==> config.mk <==
export PLATFORM = sky130hd
export DESIGN_NAME = cdq_ctrl
export DESIGN_NICKNAME = d
export VERILOG_FILES = /design/src/sv/cdq_pkg.sv /design/src/sv/cdq_ctrl.sv
export SDC_FILE = /design/constraint.sdc
export NUM_CORES = 1
export LEC_CHECK = 0
export BUFFER_PORTS_ARGS = -buffer_cell sky130_fd_sc_hd__buf_2
export CORE_AREA = 8 8 45 47
export CTS_BUF_LIST = sky130_fd_sc_hd__clkbuf_16
export DETAILED_ROUTE_END_ITERATION = 16
export DIE_AREA = 0 0 53 55
export GPL_ROUTABILITY_DRIVEN = 0
export RECOVER_POWER = 100
export SYNTH_ARGS = -nofsm -noshare
export SYNTH_HDL_FRONTEND = slang
export SYNTH_SLANG_ARGS = --single-unit
==> constraint.sdc <==
create_clock -name clk -period 2.55 [get_ports clk]
set_input_delay 0.1275 -clock clk [delete_from_list [all_inputs] [get_ports clk]]
set_output_delay 0.1275 -clock clk [all_outputs]
set_load 0.03 [all_outputs]
==> src/sv/cdq_pkg.sv <==
// ----------------------------------------------------------------------------
// Circular deque package
// Shared constants, request codes and the controller-to-datapath command.
// ----------------------------------------------------------------------------
package cdq_pkg;

    localparam int DATA_W    = 32;
    localparam int REQ_W     = 3;
    localparam int CAP_W     = 11;
    localparam int CAP_RESET = 1024;
    localparam int DEPTH_DEF = 1024;

    localparam logic [REQ_W-1:0] REQ_PUSH_FRONT = 3'd0;
    localparam logic [REQ_W-1:0] REQ_PUSH_BACK  = 3'd1;
    localparam logic [REQ_W-1:0] REQ_POP_FRONT  = 3'd2;
    localparam logic [REQ_W-1:0] REQ_POP_BACK   = 3'd3;
    localparam logic [REQ_W-1:0] REQ_QUERY      = 3'd4;

    localparam logic [DATA_W-1:0] EMPTY_WORD = '1;

    typedef struct packed {
        logic cfg_write;
        logic load_req;
        logic exec;
        logic read;
        logic load_out;
    } cdq_cmd_t;

endpackage

==> src/sv/cdq_ctrl.sv <==
// ----------------------------------------------------------------------------
// Circular deque controller
// Sequences each request through execute, read and deliver steps.
// ----------------------------------------------------------------------------
module cdq_ctrl
(
    input  logic              clk,
    input  logic              rst_n,
    input  logic              cfg_valid,
    output logic              cfg_ready,
    input  logic              in_valid,
    output logic              in_ready,
    output logic              out_valid,
    input  logic              out_ready,
    output cdq_pkg::cdq_cmd_t cmd
);
    import cdq_pkg::*;

    typedef enum logic [1:0] {
        ST_IDLE,
        ST_EXEC,
        ST_READ,
        ST_DONE
    } state_t;

    state_t state_reg;
    state_t state_next;
    logic   out_valid_reg;
    logic   out_valid_next;
    logic   cfg_fire;
    logic   in_fire;
    logic   load_out;

    // Configuration wins over a request offered in the same cycle
    assign cfg_ready = (state_reg == ST_IDLE);
    assign in_ready  = (state_reg == ST_IDLE) && !cfg_valid;
    assign cfg_fire  = cfg_valid && cfg_ready;
    assign in_fire   = in_valid && in_ready;
    assign load_out  = (state_reg == ST_DONE) && (!out_valid_reg || out_ready);

    always_comb
    begin
        state_next     = state_reg;
        out_valid_next = out_valid_reg;
        if (out_ready)
        begin
            out_valid_next = 1'b0;
        end
        if (load_out)
        begin
            out_valid_next = 1'b1;
        end
        unique case (state_reg)
            ST_IDLE:
            begin
                if (in_fire)
                begin
                    state_next = ST_EXEC;
                end
            end
            ST_EXEC: state_next = ST_READ;
            ST_READ: state_next = ST_DONE;
            ST_DONE:
            begin
                if (load_out)
                begin
                    state_next = ST_IDLE;
                end
            end
            default: state_next = ST_IDLE;
        endcase
    end

    always_ff @(posedge clk or negedge rst_n)
    begin
        if (!rst_n)
        begin
            state_reg     <= ST_IDLE;
            out_valid_reg <= 1'b0;
        end
        else
        begin
            state_reg     <= state_next;
            out_valid_reg <= out_valid_next;
        end
    end

    assign out_valid     = out_valid_reg;
    assign cmd.cfg_write = cfg_fire;
    assign cmd.load_req  = in_fire;
    assign cmd.exec      = (state_reg == ST_EXEC);
    assign cmd.read      = (state_reg == ST_READ);
    assign cmd.load_out  = load_out;

    a_accept_exec: assert property (@(posedge clk) disable iff (!rst_n)
        in_fire |=> (state_reg == ST_EXEC))
        else $error("accepted request did not move to execute");

    a_exec_read: assert property (@(posedge clk) disable iff (!rst_n)
        (state_reg == ST_EXEC) |=> (state_reg == ST_READ))
        else $error("execute step not followed by read step");

    a_cfg_excl: assert property (@(posedge clk) disable iff (!rst_n)
        !(cfg_fire && in_fire))
        else $error("configuration and request transferred together");

    a_load_valid: assert property (@(posedge clk) disable iff (!rst_n)
        load_out |=> out_valid_reg)
        else $error("loaded result not presented");

endmodule

==> Word-level counts from Yosys, hierarchy flattened <==
Cells that the tools add are included.
{ "totals": {"register_bits": 3, "input_bits": 5, "output_inout_bits": 8, "word_cells": 22} }
{ "op_classes": {"eq_ne": 5, "mux": 5, "n_reduce_logical": 10} }
{ "ops": {"columns": ["cell", "count"], "rows": [
  ["$pmux W2 S4", 1],
  ["$eq A2 B2 Y1 const B", 2],
  ["$logic_and A1 B1 Y1", 4],
  ["$mux W2", 2],
  ["$eq A2 B1 Y1 const B", 1],
  ["$logic_not A1 Y1", 2],
  ["$logic_not A2 Y1", 1],
  ["$mux W1", 2],
  ["$ne A2 B1 Y1 const B", 1],
  ["$ne A2 B2 Y1 const B", 1],
  ["$reduce_and A2 Y1", 1],
  ["$reduce_bool A2 Y1", 1],
  ["$logic_or A1 B1 Y1", 1]
]} }

==> Depth between registers and ports, before layout <==
Gate-level depths: netlist (run 1).
{ "logic_depth": {"ltp_word": 5, "ltp_mapped": 5} }

==> Least setup slack after synthesis (run 1) <==
Ideal clock, no wire load.
{ "synth_timing": {"path_type": "register to output", "from": "reg state_reg[0]", "to": "out cmd[3] (netlist bit)", "arrival_time_ps": 1757, "path_slack_ps": 665, "stages_incl_launch_ff": 6, "n_path_buf": 1, "cell_sequence": "dfrtp_1 inv_1 ha_1 nor2b_1 and2_1 buf_4"} }
{ "synth_via": {"elab_chain_cells": 3} }
{ "synth_lines": {"columns": ["item", "line", "text"], "rows": [
  ["from (decl)", "cdq_ctrl.sv:26", "state_t state_reg;"],
  ["from (signal assigned)", "cdq_ctrl.sv:83", "state_reg <= state_next;"],
  ["$logic_not A2 Y1", null, null],
  ["net cfg_ready", "cdq_ctrl.sv:10", "output logic cfg_ready,"],
  ["$logic_and A1 B1 Y1", "cdq_ctrl.sv:36", "assign in_ready = (state_reg == ST_IDLE) && !cfg_valid;"],
  ["net in_ready", "cdq_ctrl.sv:12", "output logic in_ready,"],
  ["$logic_and A1 B1 Y1", "cdq_ctrl.sv:38", "assign in_fire = in_valid && in_ready;"],
  ["to (decl)", "cdq_ctrl.sv:15", "output cdq_pkg::cdq_cmd_t cmd"]
]} }
The timed path passes the listed nets, and every way through them passes these cells.

==> results of run 1 <==
## cell type report
cell class	instances	share of cell area
Clock inverter	1	0.0100
Multi-Input combinational cell	15	0.358
Tap cell	16	0.0535
Clock buffer	3	0.201
Timing Repair Buffer	13	0.157
Inverter	2	0.0201
Sequential cell	3	0.201
## per-layer routing
layer	vias up	part of all wire	track usage
met2	7	0.45	0.0664
li1	98	-	-
met4	0	0	0.0129
met3	0	0.16	0.0374
met5	-	0	0
met1	87	0.39	0.0381
## worst min-delay path, cell delays in order
cell,delay [ns]
buf_2,0.08
nand2b_1,0.10
nand2b_1,0.06
## worst paths after layout
path | slack, ns | from | to | cells past startpoint
hold / removal | 0.19 | out_ready | out_valid$_DFFE_PN0P_ | 3
setup reg to reg | 1.06 | state_reg[0]$_DFFE_PN0P_ | state_reg[1]$_DFFE_PN0P_ | 4
min in group asynchronous | 0.25 | rst_n | out_valid$_DFFE_PN0P_ | 2
max in group asynchronous | 2.15 | rst_n | state_reg[1]$_DFFE_PN0P_ | 2
hold reg to reg | 0.52 | out_valid$_DFFE_PN0P_ | out_valid$_DFFE_PN0P_ | 2
setup / recovery | 0.87 | state_reg[0]$_DFFE_PN0P_ | cmd[3] | 5
## cell usage in the layout (no fill, tap or decap)
cell type,synthesis,routed
and3b_1,1,1
mux2_4,1,1
o32a_2,1,1
inv_1,2,3
clkbuf_1,0,9
a21oi_1,0,1
nor2b_1,1,1
clkbuf_16,0,3
dlygate4sd3_1,0,1
dfrtp_1,3,3
buf_2,0,3
nand2b_1,3,3
and2_1,3,3
ha_1,4,4
## kinds of logic (layout without fill, tap and decap cells)
group,after synthesis,count (layout),synth area share
fa+ha+maj,4,4,0.206
mux,1,1,0.0618
compound gates,2,2,0.0825
buf+inv,5,19,0.124
flops,3,3,0.309
simple gates,8,8,0.217
## power breakdown
part / leakage, nW / switching [mW] / internal (mW)
clock network: 0.0423 / 0.0392 / 0.202
logic: 0.107 / 0.187 / 0.103
registers: 0.0361 / 0.0236 / 0.0737
## stage by stage
stage / hold WS (ns) / util / cells
after floorplan: -0.168 / - / 23
after global placement: -0.0756 / 0.217 / 48
after detailed placement: -0.0721 / 0.217 / 48
after CTS: 0.204 / 0.281 / 53
after global routing: 0.223 / 0.270 / 53
final: 0.195 / 0.270 / 53
==> metrics, run 1 <==
outcome finished, final reports clean; Worst Skew between 0.001 and 0.0015 ns; Max Cap Viol 0; number of synthesized flops with an enable pin 0; dpl ws around 1.1 ns; crit start category flip-flop; final worst slack ~0.87 ns; layout cells sized above 1 0.216; Leak between 0.15 and 0.2 nW; worst-margin pin slew 0.377 ns; Final Cycle Share 0.658; placed inst area roughly 300 um^2; Cell Pwr Density 1680 mW/mm^2; top post-synthesis cells by area dfrtp_1 (31%), ha_1 (21%), buf_4 (9.3%), and2_1 (7.7%), nand2b_1 (7.7%); RSZ-0062 raised after global routing no; WP buf/inv 2; Required @ worst endpoint around 2.4 ns; WS Path Type flip-flop to primary output; post-detailed-route wirelength per cell roughly 10 um; Netlist cell types 11; Tmin final ~1.7 ns; total number of yosys warnings 0; largest stage delay on the critical path ~0.41 ns; drt pass-1 iters 1; crit path max fanout 5; IO Port Bufs 12; postcts setup bufs 0; Mapped Avg Cell Area 10.6 um^2; Synth area leader dfrtp_1; Initial Utilization 0.175; CTS hold repair buffers 1; Vias/cell roughly 3.6; Net Count, Synth 32; Layout area overhead 54.1%; prevailing post-synth register cell dfrtp_1; top-area cell type share of the netlist area 0.309; final setup fails 0; Final ANT Viol Nets 0; Max Clk Rate 0.596 GHz; worst path cell trace inv_1 -> ha_1 -> nor2b_1 -> and2_1 -> clkbuf_1; first-pass GRT wire length 862 um; max reg flops 2; Die Width between 50 and 60 um; CTS tree done; Final Max Slew Viols 0; grt ovf 0; Final Hold Fails 0; final instance area roughly 370 um^2; largest net degree at the start of global routing 6; num rows 14; core area around 0.0014 mm^2; ant diodes 0; peak supply drop ~420 uV; top-level port count 13; top cells by count, synth ha_1 (4), and2_1 (3), buf_4 (3), dfrtp_1 (3), nand2b_1 (3); fill count around 160; CTS Buf Count 3; clock insertion delay at the later pin of the skew report between 0.2 and 0.25 ns; Nets 47; #FFs+latches synth 3; die area 0.00292 mm^2; Multi-input gate area 134 um^2; cell area after synthesis 243 um^2; async set-reset flop share out of synthesis 1.00; CTS resizes 0; TritonCTS Sinks 3; Slowest cell on crit path dfrtp_1; Tot GR Track Use 0.0416; Tot Pwr between 0.6 and 0.7 mW; cell count after synthesis 23; initial antenna violation count 0; clk root buf clkbuf_16; final wirelength around 540 um; crit end category primary output; setup_tns 0 ns; most instantiated library cell after synthesis ha_1; register area share after synthesis 0.309; clk slew on worst S/H paths ~0.03 ns; register area around 75 um^2; die height 55 um; vias in the first global route around 210; 1st-iter DRT viols 0; H-tree Lvls 1; crit path DAT 1.55 ns; clk buf depth 2; drt drc 0; Hold Path Class input port to flip-flop; total number of vias 192; relative slew slack 0.750; Crit path max-delay family flip-flops
(Power assumes the default switching activity.)
==> run 2: changes to the inputs <==
==> constraint.sdc (replaced) <==
create_clock -name clk -period 1.5 [get_ports clk]
set_input_delay 0.075 -clock clk [delete_from_list [all_inputs] [get_ports clk]]
set_output_delay 0.075 -clock clk [all_outputs]
set_load 0.03 [all_outputs]
==> metrics, run 2 (synthesized netlist as in run 1, its figures left out) <==
reg-to-reg setup timing slack 0.11 ns; Max Clk Rate 0.698 GHz; Cell Pwr Density 2810 mW/mm^2; die height roughly 55 um; Vias/cell 3.85; Leak ~0.21 nW; Final ANT Viol Nets 0; Initial Utilization 0.175; first-pass GRT wire length roughly 960 um; initial antenna violation count 0; top-level port count 13; CTS Buf Count 3; Final Hold Fails 0; num rows 14; clk slew on worst S/H paths 0.03 ns; relative slew slack 0.753; vias in the first global route ~230; WHS Endpoint out_valid$_DFFE_PN0P_; post-detailed-route wirelength per cell ~11 um; core area around 0.0014 mm^2; Layout area overhead 73.2%; final instance area 420 um^2; Worst Hold Depth 3; Tot Pwr around 1.2 mW; largest net degree at the start of global routing 6; clock insertion delay at the later pin of the skew report ~0.22 ns; layout cells sized above 1 0.447; Hold Path Class input port to flip-flop; Tmin final ~1.4 ns; clk root buf clkbuf_16; max reg flops 2; outcome finished, final reports clean; reg2reg path depth 4; final wirelength between 600 and 700 um; Tot GR Track Use 0.0520; Final Max Slew Viols 0; crit path DAT around 1.4 ns; FF-to-FF End state_reg[1]$_DFFE_PN0P_; peak supply drop 1110 uV; final setup fails 0; drt pass-1 iters 2; Worst Skew 0.00316 ns; crit path max fanout 5; WS Path Type flip-flop to primary output; grt ovf 0; H-tree Lvls 1; die area 0.00292 mm^2; crit end category primary output; dpl ws around 0.10 ns; clk buf depth 2; setup_tns 0 ns; Die Width 53 um; commonest non-fill, non-tap cell in the layout clkbuf_1; CP Launch Point state_reg[0]$_DFFE_PN0P_; RSZ-0062 raised after global routing no; CTS tree done; reg2reg start state_reg[1]$_DFFE_PN0P_; final worst slack around 0.07 ns; IO Port Bufs 12; fill count ~150; Nets 48; total number of vias around 210; TritonCTS Sinks 3; drt drc 0; ant diodes 0; Required @ worst endpoint about 1.4 ns; worst-margin pin slew about 0.37 ns; 1st-iter DRT viols 2; HP Start out_ready; hold_ws roughly 0.14 ns; crit start category flip-flop; placed inst area approximately 320 um^2; Max Cap Viol 0; Final Cycle Share 0.955
==> run 2: cell types whose count changed in the layout (fill, tap and decap cells not counted), sizes merged <==
cell,change
buf,+2
clkbuf,-1
==> run 2: power breakdown <==
| part | internal, mW | switching [mW] |
|---|---|---|
| clock network | 0.344 | 0.0749 |
| registers | 0.125 | 0.0310 |
| logic | 0.251 | 0.356 |
==> run 2: layer usage <==
metal  share of wire  track usage  vias up
li1                -            -      100
met1            0.41       0.0473       94
met3            0.12       0.0455        2
met2            0.43       0.0566       12
met4           0.044       0.0776        0
met5               0            0        -
==> run 2: area by class of cell <==
cell class | instances | area, um^2 | area share
Multi-Input combinational cell | 15 | 160 | 0.381
Timing Repair Buffer | 14 | 76.3 | 0.182
Sequential cell | 3 | 75.1 | 0.179
Clock buffer | 3 | 75.1 | 0.179
Tap cell | 16 | 20.0 | 0.0476
Inverter | 2 | 10.0 | 0.0238
Clock inverter | 1 | 3.75 | 0.00893
==> run 2: worst max-delay path by stage <==
stage	cells past startpoint	slack, ns	endpoint
finish	6	0.07	cmd[3]
global route	6	0.01	cmd[3]
CTS	6	0.04	cmd[3]
detailed placement	4	0.10	state_reg[1]$_DFFE_PN0P_
global placement	4	0.11	state_reg[1]$_DFFE_PN0P_
floorplan	5	0.06	cmd[3]
==> run 2: critical path, cell delays in order, from the launching register on <==
cell     delay [ns]
dfrtp_1        0.36
buf_4          0.15
inv_4          0.06
ha_4           0.15
nor2b_4        0.14
and2_4         0.14
buf_6          0.12
==> run 2: stage by stage <==
stage,instances,utilization
floorplan,23,-
global placement,49,0.230
detailed placement,49,0.230
CTS,54,0.303
global route,54,0.304
finish,54,0.304
==> run 2: timing repair <==
| item | in CTS | in global routing |
|---|---|---|
| setup endpoints to repair | 1 | 1 |
| setup buffers | 0 | 0 |
| pin swaps | 0 | 0 |
| resized for setup | 3 | 3 |
| hold buffers | 1 | 0 |
| endpoints found under the hold margin | 3 | 0 |
==> run 3: changes to the inputs <==
--- a/config.mk
+++ b/config.mk
@@ -12,6 +12,7 @@
 export DIE_AREA = 0 0 53 55
 export GPL_ROUTABILITY_DRIVEN = 0
 export RECOVER_POWER = 100
+export SETUP_SLACK_MARGIN = 0.1
 export SYNTH_ARGS = -nofsm -noshare
 export SYNTH_HDL_FRONTEND = slang
 export SYNTH_SLANG_ARGS = --single-unit
==> metrics, run 3 (synthesized netlist as in run 1, its figures left out) <==
CP Launch Point state_reg[0]$_DFFE_PN0P_; clock insertion delay at the later pin of the skew report 0.22 ns; Layout Cells excl Fill 56; reg2reg start state_reg[0]$_DFFE_PN0P_; clk buf depth 2; largest net degree at the start of global routing 6; crit start category flip-flop; final wirelength just over 600 um; Clock power frac 0.348; Tot Pwr around 1.2 mW; Max Clk Rate roughly 0.71 GHz; TritonCTS Sinks 3; placed inst area 320 um^2; Layout area overhead 76.3%; Leak roughly 0.20 nW; commonest non-fill, non-tap cell in the layout clkbuf_1; reg-to-reg setup timing slack around 0.098 ns; combinational share of power 0.509; grt ovf 0; vias in the first global route ~240; Critical Path Sink state_reg[1]$_DFFE_PN0P_; crit end category flip-flop; FF-to-FF End state_reg[1]$_DFFE_PN0P_; final worst slack approximately 0.1 ns; DP Wirelength between 400 and 500 um; final instance area ~430 um^2; RSZ-0062 raised after global routing yes; core area approximately 0.0014 mm^2; Tmin final between 1 and 1.5 ns; crit path DAT around 1.5 ns; Tot GR Track Use 0.0497; peak supply drop 1360 uV; fill count between 150 and 200; crit path max fanout 4; max reg flops 2; die height between 50 and 60 um; Hold Path Class input port to flip-flop; setup_tns 0 ns; Final Hold Fails 0; 1st-iter DRT viols 2; ant diodes 0; CTS tree done; worst-margin pin slew around 0.38 ns; Max Cap Viol 0; Final Max Slew Viols 0; Die Width approximately 53 um; layout cells sized above 1 0.450; placed insts 48; Initial Utilization 0.175; sw power approximately 0.46 mW; drt drc 0; Vias/cell around 3.7; hold_ws approximately 0.15 ns; Sequential Power Share 0.143; Sw Share 0.392; initial antenna violation count 0; reg2reg path depth 4; Final Cycle Share 0.935; outcome finished, final reports clean; num rows 14; Cell Pwr Density 2760 mW/mm^2; drt pass-1 iters 2; clk slew on worst S/H paths 0.03 ns; Worst Skew around 0.0015 ns; clk root buf clkbuf_16; top-level port count 13; final setup fails 0; Nets 50; IO Port Bufs 12; total number of vias between 200 and 250; relative slew slack 0.749; post-layout util 0.309; Final ANT Viol Nets 0; Int Power ~0.72 mW; CTS Buf Count 3; die area 0.00292 mm^2; post-detailed-route wirelength per cell between 10 and 15 um; first-pass GRT wire length 979 um; dpl ws a little under 0.1 ns; WS Path Type flip-flop to flip-flop; H-tree Lvls 1; Required @ worst endpoint around 1.6 ns
[run 3: how the worst min path moves through the flow]
stage	from	end	slack, ns	cells after the start
2_1_floorplan	rst_n	out_valid$_DFFE_PN0P_	-0.22	0
3_3_place_gp	rst_n	out_valid$_DFFE_PN0P_	-0.12	1
3_5_place_dp	rst_n	out_valid$_DFFE_PN0P_	-0.12	1
4_1_cts	out_ready	out_valid$_DFFE_PN0P_	0.15	3
5_1_grt	out_ready	out_valid$_DFFE_PN0P_	0.20	3
6_report	out_ready	out_valid$_DFFE_PN0P_	0.15	3
[run 3: worst max-delay path: stages, from the launching register on]
cell     delay, ns
dfrtp_1       0.41
ha_2          0.21
and3b_1       0.20
a21oi_2       0.13
mux2_1        0.33
[run 3: power groups by stage]
stage	combinational (mW)	sequential (mW)	clock [mW]
6_report	0.601	0.169	0.410
2_1_floorplan	0.472	0.182	0
4_1_cts	0.633	0.172	0.418
3_5_place_dp	0.582	0.164	0
5_1_grt	0.660	0.176	0.435
3_3_place_gp	0.574	0.166	0
[run 3: repair_timing]
action / in CTS / in global routing
gates resized for setup: 4 / 1
hold buffers: 1 / 0
endpoints found under the hold margin: 3 / 0
gates cloned: 0 / 0
pin swaps: 0 / 0
setup endpoints to repair: 2 / 2
setup buffers: 2 / 1
[run 3: area by class of cell]
class,instances,area [um^2],share of cell area
clock inverter,1,3.75,0.00877
clock buffer,3,75.1,0.175
sequential,3,75.1,0.175
tap,16,20.0,0.0468
inverter,2,7.51,0.0175
multi-input combinational,15,156,0.365
timing repair buffer,16,90.1,0.211
[run 3: routing by layer]
| metal | track usage | vias to the layer above | share of wire |
|---|---|---|---|
| met1 | 0.0426 | 95 | 0.32 |
| met4 | 0 | 0 | 0 |
| li1 | - | 105 | - |
| met3 | 0.0615 | 0 | 0.13 |
| met5 | 0 | - | 0 |
| met2 | 0.0781 | 7 | 0.55 |
